File: src/b64e_pkg.sv
// Shared types, constants and the alphabet lookup for the base64 stream encoder.
package b64e_pkg;

  localparam logic [7:0] PadChar    = 8'h3D;
  localparam logic [7:0] PlusChar   = 8'h2B;
  localparam logic [7:0] SlashChar  = 8'h2F;
  localparam logic [5:0] SliceMask  = 6'h3F;
  localparam logic [1:0] FillEmpty  = 2'd0;
  localparam logic [1:0] FillOne    = 2'd1;
  localparam logic [1:0] FillTwo    = 2'd2;
  localparam logic [1:0] LastSlice  = 2'd3;
  localparam int unsigned QueueDepth = 2;

  // One complete (or final partial) group on its way to the character stage.
  typedef struct packed {
    logic [23:0] triple;
    logic [1:0]  npad;
    logic        eom;
  } group_t;

  // Maps a 6-bit value onto the standard base64 alphabet.
  function automatic logic [7:0] b64_char(input logic [5:0] idx);
    logic [7:0] code;
    begin
      if (idx < 6'd26) begin
        code = 8'h41 + {2'b00, idx};
      end else if (idx < 6'd52) begin
        code = 8'h61 + {2'b00, idx - 6'd26};
      end else if (idx < 6'd62) begin
        code = 8'h30 + {2'b00, idx - 6'd52};
      end else if (idx == 6'd62) begin
        code = PlusChar;
      end else begin
        code = SlashChar;
      end
      return code;
    end
  endfunction

endpackage

File: src/b64e_front.sv
// Byte collector: gathers bytes into 3-byte groups and hands each finished group on.
module b64e_front (
  input  logic                  clk_i,
  input  logic                  rst_ni,
  input  logic                  in_valid_i,
  input  logic [7:0]            data_byte_i,
  input  logic                  end_of_message_i,
  input  logic                  q_full_i,
  output logic                  in_stall_o,
  output logic                  push_o,
  output b64e_pkg::group_t      push_data_o
);

  logic [1:0]  fill_q, fill_d, fill_eff;
  logic [15:0] pend_q, pend_d;
  logic        accept;
  logic        close_group;

  assign in_stall_o = q_full_i;
  assign accept     = in_valid_i && !q_full_i;
  // A fill count of three cannot arise; treat it as empty anyway.
  assign fill_eff   = (fill_q == 2'd3) ? b64e_pkg::FillEmpty : fill_q;
  assign close_group = end_of_message_i || (fill_eff == b64e_pkg::FillTwo);

  always_comb begin
    fill_d      = fill_q;
    pend_d      = pend_q;
    push_o      = 1'b0;
    push_data_o = '0;
    push_data_o.eom = end_of_message_i;
    case (fill_eff)
      b64e_pkg::FillEmpty: begin
        push_data_o.triple = {data_byte_i, 16'h0000};
        push_data_o.npad   = end_of_message_i ? 2'd2 : 2'd0;
      end
      b64e_pkg::FillOne: begin
        push_data_o.triple = {pend_q[7:0], data_byte_i, 8'h00};
        push_data_o.npad   = end_of_message_i ? 2'd1 : 2'd0;
      end
      default: begin
        push_data_o.triple = {pend_q, data_byte_i};
        push_data_o.npad   = 2'd0;
      end
    endcase
    if (accept) begin
      if (close_group) begin
        push_o = 1'b1;
        fill_d = b64e_pkg::FillEmpty;
        pend_d = '0;
      end else begin
        fill_d = fill_eff + 2'd1;
        pend_d = (fill_eff == b64e_pkg::FillEmpty) ? {8'h00, data_byte_i}
                                                   : {pend_q[7:0], data_byte_i};
      end
    end
  end

  always_ff @(posedge clk_i or negedge rst_ni) begin
    if (!rst_ni) begin
      fill_q <= b64e_pkg::FillEmpty;
      pend_q <= '0;
    end else begin
      fill_q <= fill_d;
      pend_q <= pend_d;
    end
  end

endmodule

File: src/b64e_queue.sv
// Two-entry group queue between the byte collector and the character stage.
module b64e_queue (
  input  logic                  clk_i,
  input  logic                  rst_ni,
  input  logic                  push_i,
  input  b64e_pkg::group_t      push_data_i,
  input  logic                  pop_i,
  output logic                  valid_o,
  output logic                  full_o,
  output b64e_pkg::group_t      head_o
);

  b64e_pkg::group_t entries_q [b64e_pkg::QueueDepth];
  logic             wr_ptr_q, rd_ptr_q;
  logic [1:0]       count_q, count_d;

  assign valid_o = (count_q != 2'd0);
  assign full_o  = (count_q == 2'(b64e_pkg::QueueDepth));
  assign head_o  = entries_q[rd_ptr_q];

  always_comb begin
    count_d = count_q;
    case ({push_i, pop_i})
      2'b10:   count_d = count_q + 2'd1;
      2'b01:   count_d = count_q - 2'd1;
      default: count_d = count_q;
    endcase
  end

  always_ff @(posedge clk_i) begin
    if (push_i) begin
      entries_q[wr_ptr_q] <= push_data_i;
    end
  end

  always_ff @(posedge clk_i or negedge rst_ni) begin
    if (!rst_ni) begin
      wr_ptr_q <= 1'b0;
      rd_ptr_q <= 1'b0;
      count_q  <= 2'd0;
    end else begin
      if (push_i) begin
        wr_ptr_q <= ~wr_ptr_q;
      end
      if (pop_i) begin
        rd_ptr_q <= ~rd_ptr_q;
      end
      count_q <= count_d;
    end
  end

endmodule

File: src/b64e_back.sv
// Character stage: turns each queued group into four ASCII characters, one per cycle while the output is not stalled.
module b64e_back (
  input  logic                  clk_i,
  input  logic                  rst_ni,
  input  logic                  q_valid_i,
  input  b64e_pkg::group_t      q_head_i,
  output logic                  pop_o,
  output logic                  out_valid_o,
  input  logic                  out_stall_i,
  output logic [7:0]            char_code_o,
  output logic                  final_char_o
);

  b64e_pkg::group_t cur_q;
  logic             busy_q, busy_d;
  logic [1:0]       pos_q;
  logic             out_valid_q, out_valid_d;
  logic [7:0]       char_q;
  logic             final_q;
  logic             can_load;
  logic             emit;
  logic [5:0]       slice;
  logic             is_pad;
  logic [7:0]       next_char;

  assign can_load = !out_valid_q || !out_stall_i;
  assign emit     = busy_q && can_load;
  assign pop_o    = q_valid_i && (!busy_q || (emit && pos_q == b64e_pkg::LastSlice));

  always_comb begin
    case (pos_q)
      2'd0:    slice = cur_q.triple[23:18];
      2'd1:    slice = cur_q.triple[17:12];
      2'd2:    slice = cur_q.triple[11:6];
      default: slice = cur_q.triple[5:0];
    endcase
    slice = slice & b64e_pkg::SliceMask;
    // Padding covers the trailing npad positions of the group.
    is_pad    = ({1'b0, pos_q} >= (3'd4 - {1'b0, cur_q.npad}));
    next_char = is_pad ? b64e_pkg::PadChar : b64e_pkg::b64_char(slice);
  end

  always_comb begin
    busy_d = busy_q;
    if (pop_o) begin
      busy_d = 1'b1;
    end else if (emit && pos_q == b64e_pkg::LastSlice) begin
      busy_d = 1'b0;
    end
    out_valid_d = out_valid_q;
    if (emit) begin
      out_valid_d = 1'b1;
    end else if (!out_stall_i) begin
      out_valid_d = 1'b0;
    end
  end

  always_ff @(posedge clk_i) begin
    if (pop_o) begin
      cur_q <= q_head_i;
    end
    if (emit) begin
      char_q  <= next_char;
      final_q <= cur_q.eom && (pos_q == b64e_pkg::LastSlice);
    end
  end

  always_ff @(posedge clk_i or negedge rst_ni) begin
    if (!rst_ni) begin
      busy_q      <= 1'b0;
      pos_q       <= 2'd0;
      out_valid_q <= 1'b0;
    end else begin
      busy_q      <= busy_d;
      out_valid_q <= out_valid_d;
      if (pop_o) begin
        pos_q <= 2'd0;
      end else if (emit) begin
        pos_q <= pos_q + 2'd1;
      end
    end
  end

  assign out_valid_o  = out_valid_q;
  assign char_code_o  = char_q;
  assign final_char_o = final_q;

endmodule

File: src/base64_stream_encoder.sv
// Top level of the base64 stream encoder: collector, group queue and character stage.
//
// Input channel: one raw byte per transaction (data_byte_i) with end_of_message_i
// on the last byte of a message. Output channel: one ASCII character per
// transaction (char_code_o), final_char_o set on the last character of a message.
// A transaction happens on a rising edge where valid is high and stall is low.
//
// Every third byte, or any byte with end_of_message_i, closes a group that goes
// into a two-entry queue; the character stage turns each group into four
// characters, '=' padding a short final group. The byte that closes a group passes
// through the queue entry, the group register and the character register to the output.
// Throughput: one byte per cycle on the input while the queue has room; the
// output runs at one character per cycle while not stalled; each group of three
// bytes yields four characters, so the single character register sets the byte rate.
// A stall on the output holds the character register; the queue then fills and
// in_stall_o rises, never before both queue entries are occupied.
// Reset clears the pending group, the queue and the output valid at once.
module base64_stream_encoder (
  input  logic       clk_i,
  input  logic       rst_ni,
  input  logic       in_valid_i,
  output logic       in_stall_o,
  input  logic [7:0] data_byte_i,
  input  logic       end_of_message_i,
  output logic       out_valid_o,
  input  logic       out_stall_i,
  output logic [7:0] char_code_o,
  output logic       final_char_o
);

  logic             q_push, q_pop, q_valid, q_full;
  b64e_pkg::group_t q_push_data, q_head;

  b64e_front u_front (
    .clk_i            (clk_i),
    .rst_ni           (rst_ni),
    .in_valid_i       (in_valid_i),
    .data_byte_i      (data_byte_i),
    .end_of_message_i (end_of_message_i),
    .q_full_i         (q_full),
    .in_stall_o       (in_stall_o),
    .push_o           (q_push),
    .push_data_o      (q_push_data)
  );

  b64e_queue u_queue (
    .clk_i       (clk_i),
    .rst_ni      (rst_ni),
    .push_i      (q_push),
    .push_data_i (q_push_data),
    .pop_i       (q_pop),
    .valid_o     (q_valid),
    .full_o      (q_full),
    .head_o      (q_head)
  );

  b64e_back u_back (
    .clk_i        (clk_i),
    .rst_ni       (rst_ni),
    .q_valid_i    (q_valid),
    .q_head_i     (q_head),
    .pop_o        (q_pop),
    .out_valid_o  (out_valid_o),
    .out_stall_i  (out_stall_i),
    .char_code_o  (char_code_o),
    .final_char_o (final_char_o)
  );

  // The collector never writes into a full queue.
  assert property (@(posedge clk_i) disable iff (!rst_ni) q_push |-> !q_full)
    else $error("group pushed into a full queue");

  // The character stage only takes a group that is there.
  assert property (@(posedge clk_i) disable iff (!rst_ni) q_pop |-> q_valid)
    else $error("group popped from an empty queue");

  // A padding character that is not the last one is always followed by padding.
  assert property (@(posedge clk_i) disable iff (!rst_ni)
    (out_valid_o && !out_stall_i && char_code_o == b64e_pkg::PadChar && !final_char_o)
    |=> (!out_valid_o || char_code_o == b64e_pkg::PadChar))
    else $error("padding followed by a data character");

endmodule

File: config.mk
export PLATFORM = sky130hd
export DESIGN_NAME = base64_stream_encoder
export DESIGN_NICKNAME = d
export VERILOG_FILES = /design/src/b64e_pkg.sv /design/src/b64e_front.sv /design/src/b64e_queue.sv /design/src/b64e_back.sv /design/src/base64_stream_encoder.sv
export SDC_FILE = /design/constraint.sdc
export NUM_CORES = 1
export LEC_CHECK = 0
export BUFFER_PORTS_ARGS = -buffer_cell sky130_fd_sc_hd__buf_2
export CAP_MARGIN = 20
export CELL_PAD_IN_SITES_DETAIL_PLACEMENT = 0
export CELL_PAD_IN_SITES_GLOBAL_PLACEMENT = 2
export CORE_MARGIN = 1.5
export CORE_UTILIZATION = 35
export DETAILED_ROUTE_END_ITERATION = 6
export GPL_ROUTABILITY_DRIVEN = 0
export PLACE_DENSITY_LB_ADDON = 0.1
export SETUP_SLACK_MARGIN = 0.15
export SYNTH_ARGS = -nofsm -noshare
export SYNTH_HDL_FRONTEND = slang
export SYNTH_SLANG_ARGS = --single-unit
File: constraint.sdc
create_clock -name clk_i -period 4.2 [get_ports clk_i]
set_input_delay 0.63 -clock clk_i [delete_from_list [all_inputs] [get_ports clk_i]]
set_output_delay 0.63 -clock clk_i [all_outputs]
set_load 0.1 [all_outputs]
---- Word-level counts from Yosys, hierarchy flattened ----
Memories as Yosys holds them, arrays and structs flattened. A register that Yosys moved wholly into a read port is not among the register bits.
Cells that the tools add are included.
Widths: inputs -> output; s select.
word-level totals
  flip-flop bits (word level) ............. 35
  memories ................................ 1
  input bits .............................. 13
  word-level logic and storage cells ...... 79
  memory bits (writable) .................. 54
  output and inout bits ................... 11
cells by class
  reduce and logical (&&, ||, !) cells .... 18
  add/subtract/negate cells ............... 10
  order comparisons ....................... 4
  eq/ne operators ......................... 11
  bitwise gates (word level) .............. 2
  mux-type cells .......................... 23
memories
  name               depth  width  read ports  clocked after Yosys merged registers in  write ports  RTL line          text
  u_queue.entries_q  2      27     1           1                                        1            b64e_queue.sv:13  b64e_pkg::group_t entries_q [b64e_pkg::QueueDepth];
operator list
  cell                 number
  $pmux 26 s2          1
  $mux 16              2
  $mux 8               3
  $pmux 6 s3           1
  $add 7x6->8 const A  2
  $eq 2x2->1 const B   6
  $lt 6x6->1 const B   2
  $mux 2               5
  $mux 1               9
  $reduce_bool 2->1    4
  $add 6x6->7 const A  1
  $add 2x1->2 const B  3
  $eq 2x1->1 const B   3
  $eq 6x6->1 const B   1
  $lt 6x5->1 const B   1
  $sub 6x5->6 const B  1
  $sub 6x6->6 const B  1
  $logic_and 1x1->1    5
  $logic_not 1->1      4
  $logic_not 2->1      2
  $pmux 2 s2           1
  $ge 2x3->1           1
  $logic_or 1x1->1     3
  $mux 3               1
  other kinds (4)      5

---- Logic depth before layout (Yosys ltp) ----
Gate-level depths: netlist of run 1.
  word-level depth ........................ 8
  gate-level depth with buffers ........... 12
  depth with buffers taken out ............ 12

---- By module ----
Synthesis of run 1 repeated with hierarchy kept, for this count alone.
unflattened totals
  cells, all modules ...................... 402
  area, all modules ....................... 5502.8 um2
by module, submodules not included
  module      cells an instance  sequential area each (um2)  instances  area an instance (um2)
  b64e_queue  100                1721.7                      1          2234.6
  b64e_back   175                1181.1                      1          2132.0
  b64e_front  127                450.4                       1          1136.1

---- Worst setup path before layout of run 1 ----
Ideal clock, no wire load.
  kind .................................... reg-to-reg
  from .................................... register u_back.out_valid_q, in the netlist u_back.out_valid_o
  to ...................................... register u_queue.count_q[1]
  path buffers ............................ 0
  stages on the path, launching flop included .. 7
  period minus slack after synthesis ...... 3404 ps
  data arrival time ....................... 3324 ps
  data required time ...................... 4120 ps
  path slack .............................. 796 ps
  cell sequence ........................... dfrtp_1 nand2_1 nand2_1 a21oi_1 ha_1 nor2_1 xnor2_1
on the way
  cells in the longest elaborated chain, start to end .. 8
  elaborated cells on any way between the ends .. 10
ends and longest elaborated chain
  item                                             RTL line                     text
  from (decl)                                      b64e_back.sv:17              logic out_valid_q, out_valid_d;
  from (signal assigned)                           b64e_back.sv:75              out_valid_q <= out_valid_d;
  $logic_not 1->1 (*)                              b64e_back.sv:26              assign can_load = !out_valid_q || !out_stall_i;
  $logic_or 1x1->1 (*)                             b64e_back.sv:26
  $logic_and 1x1->1 (*)                            b64e_back.sv:27              assign emit = busy_q && can_load;
  $logic_and 1x1->1 (*)                            b64e_back.sv:28              assign pop_o = q_valid_i && (!busy_q || (emit && pos_q == b64e_pkg::LastSlice));
  $logic_or 1x1->1 (*)                             b64e_back.sv:28
  $logic_and 1x1->1 (*)                            b64e_back.sv:28
  via q_pop                                        base64_stream_encoder.sv:31  logic q_push, q_pop, q_valid, q_full;
  $eq 2x1->1 or $eq 2x2->1 (tied branches)         b64e_queue.sv:23             case ({push_i, pop_i})
  $pmux 2 s2 or $reduce_bool 2->1 (tied branches)  -
  to (signal assigned)                             b64e_queue.sv:48             count_q <= count_d;
  to (decl)                                        b64e_queue.sv:15             logic [1:0] count_q, count_d;
The timed path passes the listed nets; every way through them passes the cells marked *.
A chain may end at the register's enable or synchronous reset.

---- Final worst setup path of run 1 ----
  from .................................... register u_back.pos_q[0]
  to ...................................... register u_back.char_q[4], in the netlist u_back.char_code_o[4], data pin
on the way
  cells in the longest elaborated chain, start to end .. 7
  elaborated cells on any way between the ends .. 16
ends and longest elaborated chain
  item                                RTL line         text
  from (decl)                         b64e_back.sv:16  logic [1:0] pos_q;
  from (signal assigned)              b64e_back.sv:79  pos_q <= pos_q + 2'd1;
  $eq 2x2->1 (tied with other cells)  b64e_back.sv:31  case (pos_q)
  $pmux 6 s3                          b64e_back.sv:31
  $sub 6x6->6                         b64e_pkg.sv:30   code = 8'h30 + {2'b00, idx - 6'd52};
  $add 6x6->7                         b64e_pkg.sv:30
  $mux 8                              b64e_pkg.sv:29   end else if (idx < 6'd62) begin
  $mux 8                              b64e_pkg.sv:27   end else if (idx < 6'd52) begin
  $mux 8                              b64e_pkg.sv:25   if (idx < 6'd26) begin
  to (signal assigned)                b64e_back.sv:63  char_q <= next_char;
  to (decl)                           b64e_back.sv:18  logic [7:0] char_q;
Parallel ways exist; a longest one is shown, timed or not.

==> results.txt, run 1 <==
Max Fanout on Critical Path: 9
Placement Setup Slack: 0.986 ns
Register area share after synthesis: 0.640
Cts repair resizes: 0
Critical path cell sequence: inv_1 > ha_1 > a222oi_1 > a21oi_2 > ha_1 > nand2b_1 > or3_1 > a21oi_1 > o21ai_0 > a31o_1
Overall Global Routing Usage: 0.145
Fin nets: 453
Final period util: 0.776
Crit-path slowest cell: a222oi_1
Diodes inserted: 0
RSZ-0062 raised after global routing: false
Mux cell area share after synthesis: 0.0619
CTS tree: yes
Root Driver: clkbuf_16
Critical Path RT: 4.37 ns
Crit path launch type: flop
RR Startpoint: u_back.pos_q[0]$_DFFE_PN0P_
Status: complete, no violations
Setup TNS: 0 ns
Clock Latency Late Sink: 0.41 ns
Final setup vio count: 0
YS warnings: 0
GR Overflow Total: 0
Initial Util: 0.359
Syn_nets: 420
Post-route ant nets: 0
Simple-gate area share of the yosys netlist: 0.0795
Worst setup EP type: flop
Post-Synth Adder-Cell Area: 0.0475
Post-synthesis xor/xnor area fraction: 0.0201
Drt drc: 0
Core area: 14600 µm²
Io pins: 24
Post-Synthesis Cells: 388
Global-route wire length before repair: 17.2 mm
Library cells used by synthesis: 50
WL final: 10.4 mm
Reg-to-reg critical path endpoint: u_back.char_code_o[4]$_SDFFCE_PP1P_
Layout area overhead: 18.6%
Number of cells on the worst reg-to-reg path: 10
Worst EP arrival: 3.43 ns
Slew HR: 0.334
Number of H-tree levels: 4
Vias per cell: 4.96
Flops & latches, synth: 116
Worst stage delay on the critical path: 0.49 ns
Antenna violations before repair: 0
Post-CTS Setup Bufs: 0
Total die area: 15700 µm²
Most used cell, CP: ha_1
Worst path depth: 10
Die X: 125 µm
Wirelength per Cell: 16.8 µm
Final Hold Viols: 0
Vias in the first global route: 3069
Longest Clk Path Bufs: 2
Share of layout cells above drive strength 1: 0.240
Ys async rst share: 0.224
Pins Over Slew Limit: 0
IO buf count: 23
CP Class: reg -> reg
Synthesized area: 5240 µm²
Worst Max-Slew Pin Slew: 0.991 ns
Combinational family with the most area after synthesis: compound AO/OA/AOI/OAI gates
Reg-to-reg setup timing slack: 0.94 ns
Hold_buf cts: 0
Worst Skew: 0.00780 ns
TritonCTS buffer count: 17
Syn Area/Cell: 13.5 µm²
Worst path bufs/invs: 1
Synth Area in Compound Gates: 0.125
Max cap viols: 0
Via count: 3066
Final Worst Setup Slack: 0.943 ns
Pin count of the biggest net entering global routing: 38
Top FF cell, synth: edfxtp_1
Clock-pin slew on the worst setup and hold paths: 0.06 ns
Hold/Removal Path Class: in -> async
Die Ht: 125 µm
Fmax: 307 MHz
First DRT Iteration DRCs: 191
Worst setup path endpoint: u_back.char_code_o[4]$_SDFFCE_PP1P_
Clk sink count: 116
Largest delay share family, worst path: compound AO/OA/AOI/OAI gates
Drt pass-1 iters: 4
Num rows: 44
Post-DP HPWL: 7.12 mm
Critical Path Source: u_back.pos_q[0]$_DFFE_PN0P_
Crit path time final: 3.26 ns
EDFF count, synth: 90
[cell families after synthesis]
logic type / Yosys count
muxes: 29
adders and majority gates: 20
AOI/OAI and AO/OA: 90
xor gates and xnor gates: 12
buffers and inverters: 35
DFF: 116
and+or+nand+nor: 86
[placed cells by master (no fill, tap or decap), types with 4 or more instances in the layout]
cell | synthesis | layout
inv_1 | 16 | 16
nor2_1 | 16 | 14
edfxtp_1 | 90 | 90
a22o_1 | 16 | 16
a21oi_1 | 12 | 11
dfrtp_1 | 26 | 26
and2_1 | 11 | 11
o21ai_0 | 22 | 21
bufinv_16 | 0 | 5
ha_1 | 19 | 19
nor2b_1 | 4 | 4
buf_4 | 1 | 5
a22oi_1 | 13 | 13
xnor2_1 | 11 | 11
clkbuf_16 | 0 | 17
inv_2 | 4 | 4
buf_2 | 0 | 23
mux2_2 | 27 | 27
nand2_1 | 38 | 38
[cell usage after synthesis, drive strengths merged, types with 2 or more instances]
master   n  share of area
edfxtp  90           0.52
nand2   38          0.027
mux2    27          0.058
dfrtp   26           0.12
o21ai   25          0.025
inv     20          0.014
ha      19          0.045
nor2    17          0.013
a22o    16          0.027
a21oi   15          0.018
a22oi   15          0.025
clkbuf  14          0.010
and2    11          0.013
xnor2   11          0.018
nor2b    4         0.0048
a222oi   3         0.0057
nand2b   3         0.0036
nor3     3         0.0038
o22ai    3         0.0036
or3      3         0.0036
and3     2         0.0024
mux2i    2         0.0038
nor4     2         0.0036
o211ai   2         0.0029
or2      2         0.0024
[flip-flops by register name (all words and copies together), names as in the netlist]
signal,count
u_queue.count_q,2
u_back.busy_q,1
u_back.out_valid_o,1
u_front.pend_q,16
u_back.final_char_o,1
u_back.char_code_o,8
u_queue.wr_ptr_q,1
u_queue.rd_ptr_q,1
u_back.pos_q,2
u_front.fill_q,2
u_queue.entries_q,54
u_back.cur_q,27
[per-stage QoR]
| stage | hold WS (ns) | area, µm² | cells | utilization |
|---|---|---|---|---|
| CTS | 0.249 | 6200 | 617 | 0.425 |
| global placement | 0.482 | 5570 | 585 | 0.382 |
| floorplan | 0.334 | 5240 | 388 | - |
| finish | 0.242 | 6210 | 618 | 0.426 |
| detailed placement | 0.491 | 5570 | 585 | 0.382 |
| global route | 0.288 | 6210 | 618 | 0.426 |
[layer usage]
layer	global-route usage	wire [µm]	vias up
li1	-	-	1518
met1	0.191	4990	1458
met2	0.218	4730	65
met3	0.0424	369	25
met4	0.0795	304	0
met5	0	0	-
[final cells by class]
cell class                 count  area, µm²
fill                        1339       8380
sequential                   116       3350
multi-input combinational    237       1760
timing repair buffer          29        168
inverter                      20       75.1
clock buffer                  20        437
tap                          184        230
clock inverter                12        185
[worst min-delay path by stage]
| stage | endpoint | slack, ns |
|---|---|---|
| final | u_queue.wr_ptr_q$_DFFE_PN0P_ | 0.24 |
| after CTS | u_front.fill_q[0]$_DFFE_PN0P_ | 0.25 |
| after global placement | u_back.busy_q$_DFFE_PN0P_ | 0.48 |
| after global routing | u_front.fill_q[0]$_DFFE_PN0P_ | 0.29 |
| after floorplan | u_back.busy_q$_DFFE_PN0P_ | 0.33 |
| after detailed placement | u_front.pend_q[8]$_DFFE_PN0P_ | 0.49 |
Power of run 1 is left out: the tool's default activity adds up to more than one toggle a clock period on the data nets, which glitch-free logic cannot reach.
==> inputs of run 2 (changes only) <==
==> constraint.sdc (replaced) <==
create_clock -name clk_i -period 2.7 [get_ports clk_i]
set_input_delay 0.405 -clock clk_i [delete_from_list [all_inputs] [get_ports clk_i]]
set_output_delay 0.405 -clock clk_i [all_outputs]
set_load 0.1 [all_outputs]
==> run 2 against run 1 <==
  * Largest cell class unchanged
  * Cell count grew 5.2%
  * Critical endpoint unchanged
  * Design area grew 4.6%
  * Register-to-register slack lost 0.95 ns
  * Clock skew is essentially flat
  * Sequential cell count is the same
  * Via count grew 4.9%
  * Maximum frequency grew 20%
  * The run now ends with setup timing left
  * Count of clock-buffer cells in the layout shrank 2
  * Sequential share of layout area shrank 2.4 points
==> results.txt, run 2 (same netlist as run 1, synthesis figures left out) <==
Status: finished with violations
Failing checks: setup timing
Num rows: 44 (unchanged)
Number of H-tree levels: 4 (unchanged)
GR Overflow Total: 0 (unchanged)
FF+latch area: 3350 µm² (about the same)
Worst setup EP type: flop
Die Ht: 125 µm (unchanged)
Worst Skew: 0.00792 ns (+0.000113 ns)
Longest Clk Path Bufs: 2 (unchanged)
Final setup vio count: 1 (+1)
Slew HR: 0.571 (+0.237)
IO buf count: 23 (unchanged)
Most common cell after layout, fill and taps aside: edfxtp_1
Post-route cell area: 6500 µm² (+4.6%)
Antenna violations before repair: 0 (unchanged)
Layout area overhead: 24.0%
Drt pass-1 iters: 4 (unchanged)
Fin nets: 485 (+7.1%)
Clock Latency Late Sink: 0.41 ns (about the same)
Worst EP arrival: 2.87 ns (-0.56 ns)
Pins Over Slew Limit: 0 (unchanged)
Regs by FF count: u_queue.entries_q: 54 flops, u_back.cur_q: 27 flops, u_front.pend_q: 16 flops
Top reg by flops: u_queue.entries_q
Multi-input gate area: 1910 µm² (+8.2%)
# placed instances: 609 (+4.1%)
Critical Path RT: 2.86 ns (-1.51 ns)
Initial Util: 0.359 (unchanged)
Non-Filler Instances: 650 (+5.2%)
Wirelength per Cell: 16.0 µm (-5.0%)
RSZ-0062 raised after global routing: true
Placement Setup Slack: -0.0642 ns (-1.05 ns)
Max cap viols: 0 (unchanged)
Hold_buf cts: 0 (unchanged)
Post-DP HPWL: 7.11 mm (-0.19%)
First DRT Iteration DRCs: 186 (-2.6%)
Max Fanout on Critical Path: 4 (-5)
Pin count of the biggest net entering global routing: 38 (unchanged)
Vias per cell: 4.95 (-0.27%)
RR Startpoint: u_back.pos_q[1]$_DFFE_PN0P_
Fillers: 1336 (-0.22%)
Global-route wire length before repair: 17.5 mm (+1.9%)
Final Hold Viols: 0 (unchanged)
Share of layout cells above drive strength 1: 0.335 (+0.0951)
Final Worst Setup Slack: -0.00989 ns (-0.953 ns)
Total die area: 15700 µm² (unchanged)
Hold/Removal Path Class: in -> async
Final period util: 1.00 (+0.228)
Worst setup path endpoint: u_back.char_code_o[4]$_SDFFCE_PP1P_
Io pins: 24 (unchanged)
Root Driver: clkbuf_16
Post-DP Area: 5800 µm² (+4.0%)
Commonest non-fill, non-tap cells in the layout: edfxtp_1, nand2_1, buf_4
Clk sink count: 116 (unchanged)
TritonCTS buffer count: 17 (unchanged)
Setup TNS: -0.00989 ns (-0.00989 ns)
Reg-to-reg setup timing slack: -0.01 ns (-0.95 ns)
Vias in the first global route: 3301 (+7.6%)
Reg-to-reg critical path endpoint: u_back.char_code_o[4]$_SDFFCE_PP1P_
Number of flip-flops under the largest register name: 54 (unchanged)
Post-route ant nets: 0 (unchanged)
WL final: 10.4 mm (-0.13%)
CP Class: reg -> reg
Overall Global Routing Usage: 0.145 (-0.000331)
Core area: 14600 µm² (unchanged)
Fmax: 369 MHz (+20%)
Critical Path Source: u_back.pos_q[1]$_DFFE_PN0P_
Via count: 3216 (+4.9%)
Clock-pin slew on the worst setup and hold paths: 0.05 ns (about the same)
CTS tree: yes
Crit path launch type: flop
Crit path time final: 2.71 ns (-0.547 ns)
Worst Max-Slew Pin Slew: 0.644 ns (-0.348 ns)
Drt drc: 0 (unchanged)
Diodes inserted: 0 (unchanged)
Number of cells on the worst reg-to-reg path: 11 (+1)
Die X: 125 µm (unchanged)
## run 2: layer usage
metal  routed length, µm  global-route usage  vias to the layer above
li1                    -                   -                     1584
met4                 260              0.0709                        0
met5                   0                   0                        -
met1                4950               0.188                     1551
met3                 295              0.0381                       24
met2                4880               0.226                       57
## run 2: stage by stage
step | hold WS [ns] | utilization
final | 0.0203 | 0.445
after global routing | 0.0573 | 0.445
after CTS | 0.0327 | 0.442
after detailed placement | 0.476 | 0.397
after global placement | 0.469 | 0.397
after floorplan | 0.109 | -
## run 2: what timing repair did
item,CTS,global route
setup buffers,6,2
gates resized for setup,16,7
setup endpoints to repair,8,8
pin swaps,8,6
cloned,1,0
## run 2: area by class of cell
| class | count | area share |
|---|---|---|
| inverters | 20 | 0.0119 |
| multi-input cells | 238 | 0.293 |
| repair buffers | 60 | 0.0622 |
| flip-flops and latches | 116 | 0.516 |
| clock buffers | 18 | 0.0661 |
| well taps | 184 | 0.0354 |
| clock inverters | 14 | 0.0146 |
## run 2: critical path, cell delays in order, from the launching register on
cell and delay [ns]:
dfrtp_1 0.40, inv_2 0.09, ha_4 0.17, a222oi_1 0.32, buf_4 0.19, a21oi_4 0.07
ha_4 0.28, nand2b_4 0.13, nor2_2 0.04, maj3_2 0.29, or3_1 0.31, a31o_1 0.18
## run 2: how the worst min path moves through the flow
stage               startpoint                             to  slack, ns  depth (start not counted)
floorplan               rst_ni      u_back.busy_q$_DFFE_PN0P_       0.11                          0
global placement        rst_ni  u_front.fill_q[1]$_DFFE_PN0P_       0.47                          1
detailed placement      rst_ni  u_front.fill_q[1]$_DFFE_PN0P_       0.48                          1
CTS                     rst_ni  u_front.fill_q[1]$_DFFE_PN0P_       0.03                          1
global route            rst_ni   u_queue.rd_ptr_q$_DFFE_PN0P_       0.06                          1
finish                  rst_ni  u_front.fill_q[1]$_DFFE_PN0P_       0.02                          1
Power of run 2 is left out for the same reason.
